### src/hw/rtl/pcxd_pkg.sv
package pcxd_pkg;

  localparam int unsigned HEADER_BYTES    = 128;
  localparam int unsigned PALETTE_BYTES   = 768;
  localparam int unsigned PALETTE_ENTRIES = PALETTE_BYTES / 3;

  localparam int unsigned CMD_W     = 2;
  localparam int unsigned BYTE_W    = 8;
  localparam int unsigned ADDR_W    = 10;
  localparam int unsigned KIND_W    = 2;
  localparam int unsigned COORD_W   = 16;
  localparam int unsigned RUN_W     = 6;
  localparam int unsigned IDX_W     = $clog2(PALETTE_ENTRIES);
  localparam int unsigned HDR_CNT_W = $clog2(HEADER_BYTES);

  // addr / 3 as (addr * 683) >> 11, exact below 2048
  localparam int unsigned DIV3_MUL   = 683;
  localparam int unsigned DIV3_SHIFT = 11;

  localparam logic [BYTE_W-1:0] RUN_MARK     = 8'hC0;
  localparam logic [BYTE_W-1:0] HDR_MANUF_ID = 8'h0A;
  localparam logic [BYTE_W-1:0] HDR_VERSION  = 8'd5;
  localparam logic [BYTE_W-1:0] HDR_ENCODING = 8'd1;
  localparam logic [BYTE_W-1:0] HDR_BPP      = 8'd8;

  localparam logic [HDR_CNT_W-1:0] OFS_MANUF    = HDR_CNT_W'(0);
  localparam logic [HDR_CNT_W-1:0] OFS_VERSION  = HDR_CNT_W'(1);
  localparam logic [HDR_CNT_W-1:0] OFS_ENCODING = HDR_CNT_W'(2);
  localparam logic [HDR_CNT_W-1:0] OFS_BPP      = HDR_CNT_W'(3);
  localparam logic [HDR_CNT_W-1:0] OFS_XMAX_LO  = HDR_CNT_W'(8);
  localparam logic [HDR_CNT_W-1:0] OFS_XMAX_HI  = HDR_CNT_W'(9);
  localparam logic [HDR_CNT_W-1:0] OFS_YMAX_LO  = HDR_CNT_W'(10);
  localparam logic [HDR_CNT_W-1:0] OFS_YMAX_HI  = HDR_CNT_W'(11);
  localparam logic [HDR_CNT_W-1:0] OFS_LAST     = HDR_CNT_W'(HEADER_BYTES - 1);

  typedef enum logic [CMD_W-1:0] {
    CMD_START   = 2'd0,
    CMD_PALETTE = 2'd1,
    CMD_FILE    = 2'd2
  } cmd_e;

  typedef enum logic [KIND_W-1:0] {
    KIND_PIXEL   = 2'd0,
    KIND_HDR_OK  = 2'd1,
    KIND_HDR_BAD = 2'd2
  } kind_e;

  typedef struct packed {
    logic accept;
    logic load_status;
    logic load_pixel;
  } ctrl_cmd_t;

  typedef struct packed {
    logic want_status;
    logic want_pixels;
    logic out_free;
    logic pixel_last;
  } dp_stat_t;

endpackage

### src/hw/rtl/pcxd_ctrl.sv
module pcxd_ctrl (
  input  logic                clk,
  input  logic                rst_n,
  input  logic                in_valid,
  output logic                in_ready,
  input  pcxd_pkg::dp_stat_t  stat,
  output pcxd_pkg::ctrl_cmd_t ctrl
);
  import pcxd_pkg::*;

  typedef enum logic [1:0] {
    S_IDLE   = 2'd0,
    S_STATUS = 2'd1,
    S_LOOKUP = 2'd2,
    S_EMIT   = 2'd3
  } state_e;

  state_e state_r;
  state_e state_nxt;

  assign in_ready = (state_r == S_IDLE);

  always_comb begin
    state_nxt        = state_r;
    ctrl.accept      = 1'b0;
    ctrl.load_status = 1'b0;
    ctrl.load_pixel  = 1'b0;
    unique case (state_r)
      S_IDLE: begin
        ctrl.accept = in_valid;
        if (in_valid && stat.want_status) begin
          state_nxt = S_STATUS;
        end else if (in_valid && stat.want_pixels) begin
          state_nxt = S_LOOKUP;
        end
      end
      S_STATUS: begin
        if (stat.out_free) begin
          ctrl.load_status = 1'b1;
          state_nxt        = S_IDLE;
        end
      end
      // palette read of the pixel index
      S_LOOKUP: state_nxt = S_EMIT;
      S_EMIT: begin
        if (stat.out_free) begin
          ctrl.load_pixel = 1'b1;
          if (stat.pixel_last) begin
            state_nxt = S_IDLE;
          end
        end
      end
      default: state_nxt = S_IDLE;
    endcase
  end

  always_ff @(posedge clk) begin
    if (!rst_n) begin
      state_r <= S_IDLE;
    end else begin
      state_r <= state_nxt;
    end
  end

endmodule
### config.mk
export PLATFORM = sky130hd
export DESIGN_NAME = pcxd_ctrl
export DESIGN_NICKNAME = d
export VERILOG_FILES = /design/src/hw/rtl/pcxd_pkg.sv /design/src/hw/rtl/pcxd_ctrl.sv
export SDC_FILE = /design/constraint.sdc
export NUM_CORES = 1
export LEC_CHECK = 0
export ABC_AREA = 1
export BUFFER_PORTS_ARGS = -buffer_cell sky130_fd_sc_hd__buf_2
export CORE_AREA = 4 4 41 43
export DETAILED_ROUTE_END_ITERATION = 10
export DIE_AREA = 0 0 45 47
export PLACE_DENSITY_LB_ADDON = 0.1
export SKIP_CTS_REPAIR_TIMING = 1
export SYNTH_ARGS = -nofsm -noshare
export SYNTH_HDL_FRONTEND = slang
export SYNTH_SLANG_ARGS = --single-unit
### constraint.sdc
create_clock -name clk -period 1.29 [get_ports clk]
set_clock_uncertainty 0.05 [all_clocks]
set_input_delay 0 -clock clk [delete_from_list [all_inputs] [get_ports clk]]
set_output_delay 0 -clock clk [all_outputs]
set_load 0.01 [all_outputs]
==> reports/results.tsv <==
metric	value	unit
Mapped Nets	26	
Detailed Route Iter0 Violations	0	
Adder-Cell Fraction of Synth Area	0	%
Setup Viol. Count Final	0	
Rel. slew slack	84.4	%
biggest regs	state_r: 2 flops	
Synth top area share	35.6	%
simple-gate area share of the yosys netlist	50.0	%
GRT overflow	0	
minimum clock period	1010	ps
routability cong.	0.645	
met1 Resource Use GR	4.07	%
maximum vdd drop	210	uV
Rows	13	
drc violations	0	
port bufs	10	
CP Cell Sequence	nor2_2 -> nand2_2 -> inv_1 -> buf_2	
EDFF count, synth	0	
gr usage total	4.81	%
Reg power frac	27.4	%
Die ar.	2120	um2
power share of the clock group	52.6	%
CP Capture Type	primary output	
XOR/XNOR Fraction of Synth Area	0	%
worst-margin pin slew	231	ps
Die X	45	um
hold crit path type	primary input to flop	
vias per cell	3.23	
GR Util met3	3.83	%
Critical Path RT	1240	ps
post-synthesis sequential area ratio	35.6	%
vias	152	
PwrDens	1300	nW/um2
cell accounting for the most synthesized area	dfxtp_1	
Num CTS Buffers	3	
worst r2r path cells	3	
htree depth	1	
root buffer selected by CTS	clkbuf_4	
clk buf depth	2	
Max stage delay on crit path	330	ps
worst r2r src	state_r[0]$_SDFFE_PN0P_	
Post-Synthesis Cell Area	113	um2
Clk pin slew, worst setup/hold paths	30	ps
Core Footprint	1300	um2
Fmax	992	MHz
Detail Route Antenna Nets	0	
crit share post-route	78.1	%
leakage	0.116	nW
compound-cell area share of the yosys netlist	4.44	%
Worst setup SP type	flop	
antenna cells	0	
status	completed	
largest fanout on the critical path	4	
RSZ-0062 raised after global routing	false	
Psw	0.0713	mW
global-route wire length before repair	641	um
worst hold stages	3	
mux share of post-synthesis cell area	0	%
Synth Instances	19	
FFs w/ async S/R, synth	0	%
Final Max Tran Viols	0	
Yosys reg bits	2	
most common cell in the netlist	nor2_1	
M2 GR Usage	6.78	%
Worst path slowest cell	dfxtp_1	
Net Sw Frac	26.9	%
Die H	47	um
Area growth syn-to-layout	81.1	%
TritonRoute pass-1 iters	1	
CP Class	flop to primary output	
Comb power frac	20.0	%
flop2flop setup slack	390	ps
setup_tns	0	ps
Biggest register	state_r	
reg-to-reg endpoint	state_r[1]$_SDFFE_PN0P_	
WP data arrival	960	ps
latest clock arrival within the worst-skew pair	220	ps
final wirelength	375	um
Max Cap Viol	0	
placed insts	44	
Non-Filler Instances	47	
max reg flops	2	
# fillers	160	
Final Hold Viols	0	
io pins	11	
Clock Sink Count	2	
layout cells sized above 1	50.0	%
CTS tree	yes	
Syn Area/Cell	5.93	um2
synth top area cells	dfxtp_1, nor2_1, nand2_1	
Pint	0.194	mW
ys flop type	dfxtp_1	
number of global-route vias before repair	179	
yosys warns	0	
Starting Density	8.65	%
largest net degree at the start of global routing	5	
drt wl/cell	7.98	um
Synth cell types	7	
# nets final	41	
Hold Path Origin	rst_n	
gr busiest metal	met2	
initial antenna violation count	0	
largest family of logic cells by synthesized area	simple AND/OR/NAND/NOR gates	
Synth top cells by count	nor2_1, nand2_1, inv_1	
hold endpoint	state_r[0]$_SDFFE_PN0P_	
metal layers:
layer	vias up	share of wire [%]
li1	83	-
met1	63	37
met2	6	47
met3	0	15
met4	0	0
met5	-	0
per-stage QoR:
step / area, um2 / setup slack (ps) / utilization (%) / hold WS [ps] / total power, mW
global placement: 181 / 365 / 13.9 / 253 / 0.128
CTS: 204 / 266 / 15.7 / 9.13 / 0.278
finish: 204 / 282 / 15.7 / 10.9 / 0.265
floorplan: 113 / 432 / - / 65.3 / 0.103
detailed placement: 181 / 365 / 13.9 / 251 / 0.128
global route: 204 / 213 / 15.7 / 57.6 / 0.286
final cells by class:
| class | instances | area (um2) | share of cell area (%) |
|---|---|---|---|
| timing repair buffer | 10 | 50.0 | 24.5 |
| sequential | 2 | 40.0 | 19.6 |
| inverter | 3 | 11.3 | 5.52 |
| tap | 15 | 18.8 | 9.20 |
| clock buffer | 3 | 22.5 | 11.0 |
| multi-input combinational | 14 | 61.3 | 30.1 |
cells in the final DEF (no fill, tap or decap):
cell and instances:
o21ai_0 1, nand2_2 1, nor2_1 6, nor2_2 2, inv_1 3, dfxtp_1 2
nand2_1 4, buf_2 10, clkbuf_4 3
worst max path at each step:
stage | from | end | slack, ps | depth (start not counted)
2_1_floorplan | state_r[1]$_SDFFE_PN0P_ | state_r[1]$_SDFFE_PN0P_ | 430 | 5
3_3_place_gp | state_r[0]$_SDFFE_PN0P_ | state_r[1]$_SDFFE_PN0P_ | 360 | 3
3_5_place_dp | state_r[0]$_SDFFE_PN0P_ | state_r[1]$_SDFFE_PN0P_ | 360 | 3
4_1_cts | state_r[1]$_SDFFE_PN0P_ | ctrl[2] | 270 | 4
5_1_grt | state_r[1]$_SDFFE_PN0P_ | ctrl[2] | 210 | 4
6_report | state_r[1]$_SDFFE_PN0P_ | ctrl[2] | 280 | 4
cell families after synthesis:
| family | after synthesis |
|---|---|
| buffers and inverters | 3 |
| AO/OA/AOI/OAI | 1 |
| AND/OR/NAND/NOR | 13 |
| flip-flops | 2 |
worst max-delay path, delay by kind of cell (launching register included):
kind	cells	cell delay, ps
buffers and inverters	2	170
flip-flops	1	330
AND/OR/NAND/NOR	2	230
power groups by stage:
stage	registers (mW)	logic, mW	clock network (mW)
after floorplan	0.0725	0.0307	0
after global placement	0.0743	0.0538	0
after detailed placement	0.0738	0.0539	0
after CTS	0.0731	0.0541	0.151
after global routing	0.0738	0.0613	0.151
final	0.0727	0.0530	0.140
No activity file was read; power rests on OpenSTA's default activity.
